**src/rtl/mexp_pkg.sv**
```systemverilog
package mexp_pkg;

  localparam logic CFG_MODULUS  = 1'b0;
  localparam logic CFG_EXPONENT = 1'b1;

  typedef enum logic [3:0] {
    UA_IDLE,
    UA_CHECK,
    UA_REDUCE,
    UA_RED_WAIT,
    UA_TEST,
    UA_MULT,
    UA_MUL_WAIT,
    UA_SQUARE,
    UA_SQ_WAIT,
    UA_LOOP,
    UA_OUT,
    UA_ZERO
  } uaddr_t;

  typedef enum logic [2:0] {
    JC_NEXT,
    JC_START,
    JC_MUL,
    JC_SMALL,
    JC_BIT0,
    JC_MORE,
    JC_ALWAYS
  } jcond_t;

  typedef enum logic [1:0] {
    AS_ONE,
    AS_ACC,
    AS_BASE
  } a_sel_t;

  typedef enum logic {
    BS_MSG,
    BS_BASE
  } b_sel_t;

  typedef enum logic [1:0] {
    DS_NONE,
    DS_BASE,
    DS_ACC,
    DS_BASE_STEP
  } dst_t;

  typedef struct packed {
    jcond_t jcond;
    uaddr_t target;
    logic   mul_go;
    a_sel_t a_sel;
    b_sel_t b_sel;
    dst_t   dst;
    logic   load;
    logic   out_go;
    logic   clear;
  } ctrl_word_t;

  typedef struct packed {
    logic start;
    logic small_mod;
    logic mul_done;
    logic exp_bit0;
    logic more;
  } status_t;

  function automatic ctrl_word_t urom(uaddr_t addr);
    ctrl_word_t cw;
    cw = '0;
    cw.target = UA_IDLE;
    case (addr)
      UA_IDLE: begin
        cw.jcond = JC_START;
        cw.load  = 1'b1;
      end
      UA_CHECK: begin
        cw.jcond  = JC_SMALL;
        cw.target = UA_ZERO;
      end
      UA_REDUCE: begin
        cw.mul_go = 1'b1;
        cw.a_sel  = AS_ONE;
        cw.b_sel  = BS_MSG;
      end
      UA_RED_WAIT: begin
        cw.jcond = JC_MUL;
        cw.dst   = DS_BASE;
      end
      UA_TEST: begin
        cw.jcond  = JC_BIT0;
        cw.target = UA_SQUARE;
      end
      UA_MULT: begin
        cw.mul_go = 1'b1;
        cw.a_sel  = AS_ACC;
        cw.b_sel  = BS_BASE;
      end
      UA_MUL_WAIT: begin
        cw.jcond = JC_MUL;
        cw.dst   = DS_ACC;
      end
      UA_SQUARE: begin
        cw.mul_go = 1'b1;
        cw.a_sel  = AS_BASE;
        cw.b_sel  = BS_BASE;
      end
      UA_SQ_WAIT: begin
        cw.jcond = JC_MUL;
        cw.dst   = DS_BASE_STEP;
      end
      UA_LOOP: begin
        cw.jcond  = JC_MORE;
        cw.target = UA_TEST;
      end
      UA_OUT: begin
        cw.jcond  = JC_ALWAYS;
        cw.out_go = 1'b1;
      end
      UA_ZERO: begin
        cw.jcond  = JC_ALWAYS;
        cw.out_go = 1'b1;
        cw.clear  = 1'b1;
      end
      default: begin
        cw.jcond = JC_ALWAYS;
      end
    endcase
    return cw;
  endfunction

endpackage

```
**src/rtl/mexp_mulmod.sv**
```systemverilog
module mexp_mulmod
  import mexp_pkg::*;
#(
  parameter int W = 32
) (
  input  logic         clk,
  input  logic         rst_n,
  input  logic         go,
  input  logic [W-1:0] a,
  input  logic [W-1:0] b,
  input  logic [W-1:0] m,
  output logic         done,
  output logic [W-1:0] r
);

  localparam int CW = $clog2(W) + 1;

  logic [W-1:0]  r_r, r_nxt;
  logic [W-1:0]  a_r;
  logic [W-1:0]  b_r;
  logic [W-1:0]  m_r;
  logic [CW-1:0] cnt_r;
  logic          run_r;
  logic          done_r;

  function automatic logic [W-1:0] add_mod(logic [W-1:0] x, logic [W-1:0] y,
                                           logic [W-1:0] md);
    logic [W:0] s;
    s = {1'b0, x} + {1'b0, y};
    if (s >= {1'b0, md}) begin
      s = s - {1'b0, md};
    end
    return s[W-1:0];
  endfunction

  always_comb begin
    r_nxt = add_mod(r_r, r_r, m_r);
    if (b_r[W-1]) begin
      r_nxt = add_mod(r_nxt, a_r, m_r);
    end
  end

  always_ff @(posedge clk) begin
    if (!rst_n) begin
      run_r  <= 1'b0;
      done_r <= 1'b0;
      cnt_r  <= '0;
    end else begin
      done_r <= 1'b0;
      if (go) begin
        run_r <= 1'b1;
        cnt_r <= CW'(W);
        r_r   <= '0;
        a_r   <= a;
        b_r   <= b;
        m_r   <= m;
      end else if (run_r) begin
        r_r   <= r_nxt;
        b_r   <= {b_r[W-2:0], 1'b0};
        cnt_r <= cnt_r - 1'b1;
        if (cnt_r == CW'(1)) begin
          run_r  <= 1'b0;
          done_r <= 1'b1;
        end
      end
    end
  end

  assign done = done_r;
  assign r    = r_r;

endmodule

```
**src/rtl/mexp_seq.sv**
```systemverilog
module mexp_seq
  import mexp_pkg::*;
(
  input  logic       clk,
  input  logic       rst_n,
  input  status_t    st,
  output ctrl_word_t cw,
  output logic       busy
);

  uaddr_t upc_r, upc_nxt;
  uaddr_t upc_inc;
  logic   take;

  assign cw      = urom(upc_r);
  assign upc_inc = uaddr_t'(upc_r + 4'd1);

  always_comb begin
    case (cw.jcond)
      JC_NEXT:   take = 1'b0;
      JC_START:  take = 1'b0;
      JC_MUL:    take = 1'b0;
      JC_SMALL:  take = st.small_mod;
      JC_BIT0:   take = !st.exp_bit0;
      JC_MORE:   take = st.more;
      JC_ALWAYS: take = 1'b1;
      default:   take = 1'b1;
    endcase
  end

  always_comb begin
    upc_nxt = upc_inc;
    if (take) begin
      upc_nxt = cw.target;
    end else if (cw.jcond == JC_START && !st.start) begin
      upc_nxt = upc_r;
    end else if (cw.jcond == JC_MUL && !st.mul_done) begin
      upc_nxt = upc_r;
    end
  end

  always_ff @(posedge clk) begin
    if (!rst_n) begin
      upc_r <= UA_IDLE;
    end else begin
      upc_r <= upc_nxt;
    end
  end

  assign busy = (upc_r != UA_IDLE);

endmodule

```
**src/rtl/modular_exponentiation.sv**
```systemverilog
// Channel  Ports                              Handshake
// input    start, in_message, busy            taken when start is high and busy is low
// result   out_valid, out_power_mod           one-cycle strobe, no back-pressure
// config   cfg_we, cfg_index, cfg_wdata       written on any edge with cfg_we high
// One word runs from acceptance to its result through the shared bit-serial multiplier, which
// forms every product; each clear exponent bit skips the multiply step and so shortens the word.
// A word with a modulus below two goes from the check state to the zero state, which strobes a zero result.
// Reset is synchronous and active low and restores the default modulus and exponent.
// The result is strobed for one cycle; the receiver cannot stall it.
module modular_exponentiation
  import mexp_pkg::*;
#(
  parameter int WORD_BITS = 32
) (
  input  logic        clk,
  input  logic        rst_n,
  input  logic        start,
  input  logic [31:0] in_message,
  output logic        busy,
  output logic        out_valid,
  output logic [31:0] out_power_mod,
  input  logic        cfg_we,
  input  logic        cfg_index,
  input  logic [31:0] cfg_wdata
);

  localparam int W  = WORD_BITS;
  localparam int CW = $clog2(W + 1);

  logic [W-1:0]  modulus_r;
  logic [W-1:0]  exponent_r;
  logic [W-1:0]  msg_r;
  logic [W-1:0]  acc_r;
  logic [W-1:0]  base_r;
  logic [W-1:0]  exp_sh_r;
  logic [CW-1:0] cnt_r;
  logic          out_valid_r;
  logic [31:0]   out_pm_r;

  ctrl_word_t    cw;
  status_t       st;
  logic          seq_busy;
  logic [W-1:0]  mul_a;
  logic [W-1:0]  mul_b;
  logic [W-1:0]  mul_r;
  logic          mul_done;

  always_comb begin
    st.start     = start;
    st.small_mod = (modulus_r[W-1:1] == '0);
    st.mul_done  = mul_done;
    st.exp_bit0  = exp_sh_r[0];
    st.more      = (cnt_r != '0);
  end

  mexp_seq u_seq (
    .clk   (clk),
    .rst_n (rst_n),
    .st    (st),
    .cw    (cw),
    .busy  (seq_busy)
  );

  always_comb begin
    case (cw.a_sel)
      AS_ONE:  mul_a = W'(1);
      AS_ACC:  mul_a = acc_r;
      AS_BASE: mul_a = base_r;
      default: mul_a = base_r;
    endcase
    case (cw.b_sel)
      BS_MSG:  mul_b = msg_r;
      BS_BASE: mul_b = base_r;
      default: mul_b = base_r;
    endcase
  end

  mexp_mulmod #(
    .W (W)
  ) u_mul (
    .clk   (clk),
    .rst_n (rst_n),
    .go    (cw.mul_go),
    .a     (mul_a),
    .b     (mul_b),
    .m     (modulus_r),
    .done  (mul_done),
    .r     (mul_r)
  );

  always_ff @(posedge clk) begin
    if (!rst_n) begin
      modulus_r   <= W'(32'd187);
      exponent_r  <= W'(32'd7);
      acc_r       <= '0;
      base_r      <= '0;
      exp_sh_r    <= '0;
      cnt_r       <= '0;
      out_valid_r <= 1'b0;
    end else begin
      if (cfg_we) begin
        case (cfg_index)
          CFG_MODULUS:  modulus_r  <= W'(cfg_wdata);
          CFG_EXPONENT: exponent_r <= W'(cfg_wdata);
          default:      modulus_r  <= modulus_r;
        endcase
      end
      out_valid_r <= cw.out_go;
      if (cw.out_go) begin
        out_pm_r <= cw.clear ? 32'd0 : 32'(acc_r);
      end
      if (cw.load && start) begin
        msg_r    <= W'(in_message);
        acc_r    <= W'(1);
        exp_sh_r <= exponent_r;
        cnt_r    <= CW'(W);
      end
      if (cw.clear) begin
        acc_r    <= '0;
        base_r   <= '0;
        exp_sh_r <= '0;
        cnt_r    <= '0;
      end
      if (mul_done) begin
        case (cw.dst)
          DS_NONE: begin
            acc_r <= acc_r;
          end
          DS_BASE: begin
            base_r <= mul_r;
          end
          DS_ACC: begin
            acc_r <= mul_r;
          end
          DS_BASE_STEP: begin
            base_r   <= mul_r;
            exp_sh_r <= exp_sh_r >> 1;
            cnt_r    <= cnt_r - 1'b1;
          end
          default: begin
            acc_r <= acc_r;
          end
        endcase
      end
    end
  end

  assign busy          = seq_busy;
  assign out_valid     = out_valid_r;
  assign out_power_mod = out_pm_r;

endmodule

```
**config.mk**
```make
export PLATFORM = sky130hd
export DESIGN_NAME = modular_exponentiation
export DESIGN_NICKNAME = d
export VERILOG_FILES = /design/src/rtl/mexp_pkg.sv /design/src/rtl/mexp_mulmod.sv /design/src/rtl/mexp_seq.sv /design/src/rtl/modular_exponentiation.sv
export SDC_FILE = /design/constraint.sdc
export NUM_CORES = 1
export LEC_CHECK = 0
export BUFFER_PORTS_ARGS = -buffer_cell sky130_fd_sc_hd__clkbuf_2
export CAP_MARGIN = 20
export CELL_PAD_IN_SITES_DETAIL_PLACEMENT = 1
export CELL_PAD_IN_SITES_GLOBAL_PLACEMENT = 1
export CORE_MARGIN = 3
export CORE_UTILIZATION = 38
export CTS_CLUSTER_DIAMETER = 150
export CTS_CLUSTER_SIZE = 14
export DETAILED_ROUTE_END_ITERATION = 8
export PLACE_DENSITY_LB_ADDON = 0.2
export SETUP_SLACK_MARGIN = 0.5
export SLEW_MARGIN = 10
export SYNTH_ARGS = -nofsm -noshare
export SYNTH_HDL_FRONTEND = slang
export SYNTH_SLANG_ARGS = --single-unit
```
**constraint.sdc**
```tcl
create_clock -name clk -period 7.35 [get_ports clk]
set_input_delay 1.47 -clock clk [delete_from_list [all_inputs] [get_ports clk]]
set_output_delay 1.47 -clock clk [all_outputs]
set_load 0.05 [all_outputs]
```
==> impl_table.tex, run 1 <==
\begin{tabular}{lr}
\hline
Metric & Value \\
\hline
\multicolumn{2}{l}{\textbf{STA}} \\
Final critical-path required period & 7.20 ns \\
Fmax achieved & roughly 140 MHz \\
Total negative setup slack & 0 ns \\
Transition at the pin with the smallest max-transition slack & between 1 and 1.5 ns \\
Clock Skew & 0.0386 ns \\
RSZ-0062 raised after global routing & true \\
Worst slew margin relative to its limit & approximately 27\% \\
Final-report max-slew violation count & 0 \\
Final Setup Violations & 0 \\
Fin. Hold Viols & 0 \\
Final Cycle Share & between 90 and 100\% \\
Crit path setup slack, layout & approximately 0.15 ns \\
\multicolumn{2}{l}{\textbf{CTS}} \\
H-tree Lvls & 1 \\
Clock insertion delay at the later pin of the skew report & 0.62 ns \\
Root Buffer & sky130\_fd\_sc\_hd\_\_clkbuf\_16 \\
Number of buffers created by CTS & 30 \\
Clock Sinks & 371 \\
TritonCTS clock tree & yes \\
Clock tree buffer depth & 3 \\
Clock-pin slew reported for the worst setup and hold paths after clock tree synthesis & about 0.08 ns \\
Number of buffers inserted by hold repair at cts & 0 \\
\multicolumn{2}{l}{\textbf{Logic synthesis}} \\
Number of library cell types mapped by synthesis & 82 \\
Number of enable flip-flop cells after synthesis & around 190 \\
Post-synth top area share & 27.8\% \\
Net Count, Synth & 2354 \\
Top cells by area, synth & sky130\_fd\_sc\_hd\_\_edfxtp\_1 (28\%), sky130\_fd\_sc\_hd\_\_dfxtp\_1 (17\%), sky130\_fd\_sc\_hd\_\_ha\_1 (6.3\%), sky130\_fd\_sc\_hd\_\_nand2\_1 (5.5\%), sky130\_fd\_sc\_hd\_\_a21boi\_0 (3.4\%) \\
Simple-gate share of the synthesized area & between 15 and 20\% \\
Register bit count reported by yosys & about 370 \\
Multiplexer fraction of the synthesized cell area & $\sim$4.6\% \\
Share of synthesized cell area in full adder, half adder and majority cells & under 10\% \\
Post-synth ARST share & 0\% \\
Netlist Area Pre-Place & 20700 µm² \\
Combinational family with the most area after synthesis & compound AO/OA/AOI/OAI gates \\
Xor and xnor area share after synthesis & around 3.6\% \\
Synthesized-area fraction occupied by ao, oa, aoi and oai cells & approximately 20\% \\
Number of warnings reported in the yosys synthesis log & 0 \\
Post-synthesis instance total & around 2200 \\
Primary flip-flop cell chosen by synthesis mapping & sky130\_fd\_sc\_hd\_\_edfxtp\_1 \\
Library cell occupying the most area in the post-synthesis netlist & sky130\_fd\_sc\_hd\_\_edfxtp\_1 \\
Share of the yosys chip area belonging to registers & a little under half \\
Per-instance average area after synthesis & 9.51 µm² \\
\multicolumn{2}{l}{\textbf{Placement}} \\
Number of port buffers & 102 \\
GP Congestion & between 0.9 and 1 \\
Pre-CTS worst setup slack & -0.194 ns \\
Hpwl dp & 48800 µm \\
\multicolumn{2}{l}{\textbf{Critical path}} \\
Type of element launching the critical path & flip-flop \\
Cell count of the worst reg-to-reg path & 29 \\
Critical Path Stages & 29 \\
End of the worst register-to-register path & u\_mul.r[26]\$\_SDFFCE\_PN0P\_ \\
Setup Crit Path Kind & reg -> reg \\
CP Capture Type & flip-flop \\
Slowest library cell on the worst path & sky130\_fd\_sc\_hd\_\_edfxtp\_1 \\
Most frequent cell on the critical path & sky130\_fd\_sc\_hd\_\_a21oi\_1 \\
Worst-case register-to-register setup slack & 0.15 ns \\
Endpoint arrival time on the critical path & 7.52 ns \\
CP max stage delay & between 0.4 and 0.5 ns \\
Critical path buffer and inverter count & 5 \\
CP max FO & 16 \\
Origin of the worst setup path & u\_mul.r[13]\$\_SDFFCE\_PN0P\_ \\
Reg2Reg Launch Point & u\_mul.r[13]\$\_SDFFCE\_PN0P\_ \\
Family with the most delay on the worst path & compound AO/OA/AOI/OAI gates \\
Required time reported for the critical path endpoint & 7.67 ns \\
\multicolumn{2}{l}{\textbf{Cells and area}} \\
Antenna diode count & 0 \\
Footprint of the multi-input gates & approximately 12000 µm² \\
Combined flip-flop and latch cell area & roughly 9300 µm² \\
Area Overhead vs Synth & 23.6\% \\
Fin nets & $\sim$2600 \\
Fill cell instance count of the final layout & around 6000 \\
Share of cells above drive strength 1 & about 25\% \\
Final core utilization & 48.1\% \\
\multicolumn{2}{l}{\textbf{Detailed routing}} \\
Aggregate routed wire length & approximately 69000 µm \\
Vias/cell & around 5.6 \\
TritonRoute pass-1 iters & 5 \\
Antenna Nets Post-Route & 0 \\
Iteration-0 DRC count of the detailed router & between 1000 and 1500 \\
Number of vias after detailed routing & around 18000 \\
Routed wirelength normalized by instance count & around 22 µm \\
DRC errors left & 0 \\
\multicolumn{2}{l}{\textbf{Floorplanning}} \\
Overall die width & $\sim$240 µm \\
Top-level port count & around 100 \\
Starting density of the core & between 30\% and 40\% \\
Site row count & 84 \\
Die Ht & about 240 µm \\
Area of the core & between 50000 and 60000 µm² \\
Area enclosed by the die boundary & 57300 µm² \\
\multicolumn{2}{l}{\textbf{Global routing}} \\
Grt met3 use & about 2.1\% \\
Global-route layer with the greatest usage & met2 \\
Global-route wire length before repair & between 100000 and 150000 µm \\
Met2 track utilization from global routing & between 40\% and 50\% \\
Number of global-route vias before repair & 18400 \\
All-layer global routing usage & between 20\% and 30\% \\
Initial antenna violation count & 0 \\
Total congestion overflow after global routing & 0 \\
Met1 layer usage reported by global route & 29.4\% \\
Pin count of the biggest net entering global routing & 105 \\
\multicolumn{2}{l}{\textbf{Worst hold path}} \\
Hold crit path type & reg -> reg \\
Number of cells traversed by the worst hold path & 0 \\
Worst hold path endpoint & u\_mul.m\_r[0]\$\_DFFE\_PP\_ \\
Min-Delay Startpoint & modulus\_r[0]\$\_SDFFE\_PN1P\_ \\
\multicolumn{2}{l}{\textbf{Run status}} \\
Result of the run & complete, no violations \\
\multicolumn{2}{l}{\textbf{Run}} \\
Count of maximum capacitance violations & 0 \\
\hline
\end{tabular}
==> stage by stage <==
stage	hold slack (ns)	instances	instance area (µm²)
6_report	0.439	3147	25600
4_1_cts	0.441	3134	25000
2_1_floorplan	0.408	2178	20700
5_1_grt	0.450	3147	25600
3_3_place_gp	0.426	3030	23100
3_5_place_dp	0.426	3030	23100
==> registers in the layout (all words and copies together) (netlist names), 4 cells and up <==
signal         cells
acc_r             32
base_r            32
cnt_r              6
exp_sh_r          32
exponent_r        32
modulus_r         32
msg_r             32
out_power_mod     32
u_mul.a_r         32
u_mul.b_r         32
u_mul.cnt_r        6
u_mul.m_r         32
u_mul.r           32
u_seq.upc_r        4
==> cell type report <==
class,instances,share of cell area (%)
multi-input cells,1602,45.2
flip-flops and latches,371,36.5
repair buffers,360,10.5
well taps,688,3.36
clock buffers,52,3.26
inverters,72,1.06
clock inverters,2,0.152
==> timing repair <==
item                       in CTS  in global routing
buffers inserted               47                 13
resized for setup             116                102
pin swaps                      65                 57
setup endpoints to repair      32                 32
gates cloned                    3                  0
==> per-layer routing <==
layer  vias to the layer above  wire length (µm)
met5                         -                 0
met4                         0              2690
met3                       143              2010
met2                       339             34700
met1                      8766             29300
li1                       8397                 -
==> worst max-delay path by stage <==
| stage | to | slack (ns) |
|---|---|---|
| after floorplan | u_mul.r[22]$_SDFFCE_PN0P_ | 0.55 |
| after detailed placement | u_mul.r[14]$_SDFFCE_PN0P_ | -0.19 |
| after global placement | u_mul.r[1]$_SDFFCE_PN0P_ | -0.06 |
| after CTS | u_mul.r[11]$_SDFFCE_PN0P_ | 0.48 |
| final | u_mul.r[26]$_SDFFCE_PN0P_ | 0.15 |
| after global routing | u_mul.r[26]$_SDFFCE_PN0P_ | -0.12 |
==> cells in the final DEF, fill, tap and decap left out, types with 9 or more instances in the layout <==
| cell type | n |
|---|---|
| sky130_fd_sc_hd__buf_4 | 225 |
| sky130_fd_sc_hd__a31oi_1 | 17 |
| sky130_fd_sc_hd__nor2b_1 | 73 |
| sky130_fd_sc_hd__ha_1 | 73 |
| sky130_fd_sc_hd__nand2b_1 | 13 |
| sky130_fd_sc_hd__nand3_1 | 75 |
| sky130_fd_sc_hd__nor4_1 | 11 |
| sky130_fd_sc_hd__and2_1 | 37 |
| sky130_fd_sc_hd__nand2_2 | 10 |
| sky130_fd_sc_hd__mux2_2 | 49 |
| sky130_fd_sc_hd__a21boi_0 | 93 |
| sky130_fd_sc_hd__buf_6 | 25 |
| sky130_fd_sc_hd__a211oi_1 | 19 |
| sky130_fd_sc_hd__dfxtp_1 | 179 |
| sky130_fd_sc_hd__inv_1 | 63 |
| sky130_fd_sc_hd__nand2_1 | 290 |
| sky130_fd_sc_hd__nand4_1 | 19 |
| sky130_fd_sc_hd__ha_4 | 25 |
| sky130_fd_sc_hd__a21oi_1 | 96 |
| sky130_fd_sc_hd__o21ai_0 | 74 |
| sky130_fd_sc_hd__a22o_1 | 32 |
| sky130_fd_sc_hd__nor2_2 | 9 |
| sky130_fd_sc_hd__o21a_1 | 10 |
| sky130_fd_sc_hd__xnor2_1 | 55 |
| sky130_fd_sc_hd__xor2_1 | 24 |
| sky130_fd_sc_hd__a21oi_2 | 24 |
| sky130_fd_sc_hd__o211ai_1 | 10 |
| sky130_fd_sc_hd__edfxtp_1 | 192 |
| sky130_fd_sc_hd__mux2i_1 | 36 |
| sky130_fd_sc_hd__o21ai_2 | 10 |
| sky130_fd_sc_hd__clkbuf_2 | 101 |
| sky130_fd_sc_hd__a22oi_1 | 70 |
| sky130_fd_sc_hd__clkbuf_16 | 30 |
| sky130_fd_sc_hd__nor3_1 | 20 |
| sky130_fd_sc_hd__o21ai_1 | 12 |
| sky130_fd_sc_hd__nor2_1 | 95 |
| sky130_fd_sc_hd__a21o_1 | 49 |
| sky130_fd_sc_hd__clkbuf_1 | 22 |
| sky130_fd_sc_hd__o21bai_1 | 11 |
==> synth_stat cells, types with 51 or more instances <==
library cell and number:
sky130_fd_sc_hd__nor2b_1 76, sky130_fd_sc_hd__nor2_1 108, sky130_fd_sc_hd__dfxtp_1 179, sky130_fd_sc_hd__nand3_1 79, sky130_fd_sc_hd__nand2_1 302, sky130_fd_sc_hd__edfxtp_1 192
sky130_fd_sc_hd__a21boi_0 93, sky130_fd_sc_hd__xnor2_1 60, sky130_fd_sc_hd__clkbuf_1 115, sky130_fd_sc_hd__a21oi_1 120, sky130_fd_sc_hd__mux2_2 51, sky130_fd_sc_hd__ha_1 104
sky130_fd_sc_hd__inv_1 72, sky130_fd_sc_hd__o21ai_0 80, sky130_fd_sc_hd__a22oi_1 70
==> kinds of logic after synthesis <==
logic type	after synthesis
xor gates and xnor gates	84
buffers and inverters	205
adders and majority gates	107
muxes	88
and+or+nand+nor	722
AOI/OAI and AO/OA	601
DFF	371
Power of run 1 is not shown: default switching activity piles up to over one toggle a cycle in this logic, so the estimate is an artifact.
==> run 2, diff against run 1 <==
CORE_ASPECT_RATIO = 1.25   (was default)
CORE_UTILIZATION = 49   (was 38)
==> impl_table.tex, run 2 (same netlist as run 1, synthesis figures left out) <==
\begin{tabular}{lr}
\hline
Metric & Value \\
\hline
\multicolumn{2}{l}{\textbf{Detailed routing}} \\
TritonRoute pass-1 iters & 5 \\
DRC errors left & 0 \\
Antenna Nets Post-Route & 0 \\
Aggregate routed wire length & roughly 71000 µm \\
Routed wirelength normalized by instance count & $\sim$24 µm \\
Iteration-0 DRC count of the detailed router & 1176 \\
Number of vias after detailed routing & around 18000 \\
Vias/cell & between 6 and 7 \\
\multicolumn{2}{l}{\textbf{Placement}} \\
Number of port buffers & around 100 \\
Hpwl dp & 49900 µm \\
GP Congestion & a little under 1 \\
\multicolumn{2}{l}{\textbf{Cells and area}} \\
Fin nets & 2582 \\
Final core utilization & 60.5\% \\
Area Overhead vs Synth & 21.1\% \\
Share of cells above drive strength 1 & between 20\% and 30\% \\
Antenna diode count & 0 \\
Most used cells in the layout excluding fill and tap cells & sky130\_fd\_sc\_hd\_\_nand2\_1 (289), sky130\_fd\_sc\_hd\_\_buf\_4 (208), sky130\_fd\_sc\_hd\_\_edfxtp\_1 (192), sky130\_fd\_sc\_hd\_\_dfxtp\_1 (179), sky130\_fd\_sc\_hd\_\_clkbuf\_2 (101) \\
Footprint of the multi-input gates & between 10000 and 15000 µm² \\
Fill cell instance count of the final layout & between 4000 and 5000 \\
Most common library cell in the layout ignoring fill and taps & sky130\_fd\_sc\_hd\_\_nand2\_1 \\
Combined flip-flop and latch cell area & around 9300 µm² \\
\multicolumn{2}{l}{\textbf{STA}} \\
Final critical-path required period & around 7.1 ns \\
Fin. Hold Viols & 0 \\
Fmax achieved & approximately 140 MHz \\
Clock Skew & about 0.019 ns \\
Final Cycle Share & 97.0\% \\
Final-report max-slew violation count & 0 \\
Total negative setup slack & 0 ns \\
Transition at the pin with the smallest max-transition slack & 1.07 ns \\
RSZ-0062 raised after global routing & true \\
Final Setup Violations & 0 \\
Worst slew margin relative to its limit & 28.6\% \\
\multicolumn{2}{l}{\textbf{Global routing}} \\
All-layer global routing usage & 30.4\% \\
Pin count of the biggest net entering global routing & 97 \\
Total congestion overflow after global routing & 0 \\
Global-route wire length before repair & $\sim$110000 µm \\
Initial antenna violation count & 1 \\
Number of global-route vias before repair & about 19000 \\
\multicolumn{2}{l}{\textbf{Floorplanning}} \\
Area enclosed by the die boundary & 44800 µm² \\
Die Ht & roughly 240 µm \\
Top-level port count & slightly above 100 \\
Area of the core & between 40000 and 50000 µm² \\
Overall die width & 190 µm \\
Starting density of the core & between 40\% and 50\% \\
Site row count & 83 \\
\multicolumn{2}{l}{\textbf{Critical path}} \\
CP Capture Type & flip-flop \\
CP max stage delay & approximately 0.46 ns \\
Required time reported for the critical path endpoint & slightly below 8 ns \\
Slowest library cell on the worst path & sky130\_fd\_sc\_hd\_\_edfxtp\_1 \\
Endpoint arrival time on the critical path & 7.54 ns \\
Most frequent cell on the critical path & sky130\_fd\_sc\_hd\_\_ha\_4 \\
CP max FO & 7 \\
Setup Crit Path Kind & reg -> reg \\
Type of element launching the critical path & flip-flop \\
\multicolumn{2}{l}{\textbf{CTS}} \\
TritonCTS clock tree & yes \\
Clock tree buffer depth & 3 \\
H-tree Lvls & 1 \\
Clock insertion delay at the later pin of the skew report & between 0.6 and 0.7 ns \\
Clock-pin slew reported for the worst setup and hold paths after clock tree synthesis & $\sim$0.080 ns \\
Clock Sinks & between 300 and 400 \\
Number of buffers created by CTS & 30 \\
Root Buffer & sky130\_fd\_sc\_hd\_\_clkbuf\_16 \\
Number of buffers inserted by hold repair at cts & 0 \\
\multicolumn{2}{l}{\textbf{Run status}} \\
Result of the run & complete, no violations \\
\multicolumn{2}{l}{\textbf{Worst hold path}} \\
Hold crit path type & reg -> reg \\
\multicolumn{2}{l}{\textbf{Run}} \\
Count of maximum capacitance violations & 0 \\
\hline
\end{tabular}
-- run 2: cell count changes in the layout (fill, tap and decap cells not counted), moves of 3 or more --
cell / before / now
sky130_fd_sc_hd__a211oi_2: 8 / 11
sky130_fd_sc_hd__buf_6: 25 / 9
sky130_fd_sc_hd__o21ai_2: 10 / 3
sky130_fd_sc_hd__buf_4: 225 / 208
sky130_fd_sc_hd__o21ai_1: 12 / 18
sky130_fd_sc_hd__ha_1: 73 / 79
sky130_fd_sc_hd__a21oi_1: 96 / 100
sky130_fd_sc_hd__o21ai_4: 2 / 5
sky130_fd_sc_hd__nor3_1: 20 / 17
sky130_fd_sc_hd__a21oi_2: 24 / 17
sky130_fd_sc_hd__a21oi_4: 2 / 5
sky130_fd_sc_hd__nor3_2: 5 / 8
sky130_fd_sc_hd__ha_4: 25 / 18
-- run 2: what timing repair did --
item,4_1_cts,5_1_grt
setup endpoints to repair,32,32
pin swaps,21,41
buffers inserted,20,15
gates resized for setup,100,85
gates cloned,3,1
-- run 2: path summary, 6_finish.rpt --
kind / from / end / slack [ns] / depth (start not counted)
worst max register to register: u_mul.r[13]$_SDFFCE_PN0P_ / u_mul.r[8]$_SDFFCE_PN0P_ / 0.22 / 31
worst min-delay path: modulus_r[0]$_SDFFE_PN1P_ / u_mul.m_r[0]$_DFFE_PP_ / 0.44 / 0
worst min register to register: modulus_r[0]$_SDFFE_PN1P_ / u_mul.m_r[0]$_DFFE_PP_ / 0.44 / 0
worst max-delay path: u_mul.r[13]$_SDFFCE_PN0P_ / u_mul.r[8]$_SDFFCE_PN0P_ / 0.22 / 31
-- run 2: final cells by class --
class | instances | area share (%)
Clock buffer | 53 | 3.34
Clock inverter | 2 | 0.155
Inverter | 72 | 1.08
Multi-Input combinational cell | 1602 | 45.8
Sequential cell | 371 | 37.3
Tap cell | 552 | 2.75
Timing Repair Buffer | 329 | 9.61
-- run 2: routing by layer --
layer / GRT usage [%] / wire length (µm) / vias up
li1: - / - / 8317
met1: 34.8 / 27000 / 8947
met2: 54.5 / 36600 / 510
met3: 3.20 / 2630 / 219
met4: 18.2 / 4830 / 0
met5: 0 / 0 / -
-- run 2: per-stage QoR --
step	cells	worst slack, ns	hold WS [ns]	instance area [µm²]
after floorplan	2178	0.553	0.408	20700
after global placement	2887	0.0691	0.423	22900
after detailed placement	2887	-0.196	0.429	22900
after CTS	2965	0.436	0.446	24600
after global routing	2981	-0.125	0.464	25100
final	2981	0.224	0.443	25100
-- run 2: critical path, delay by kind of cell, from the launching register on --
| kind | cells | cell delay (ns) |
|---|---|---|
| adders and majority gates | 3 | 0.78 |
| DFF | 1 | 0.46 |
| AOI/OAI and AO/OA | 13 | 2.79 |
| muxes | 1 | 0.32 |
| buffers and inverters | 5 | 0.69 |
| and+or+nand+nor | 9 | 1.87 |
Power of run 2 is left out for the same reason.
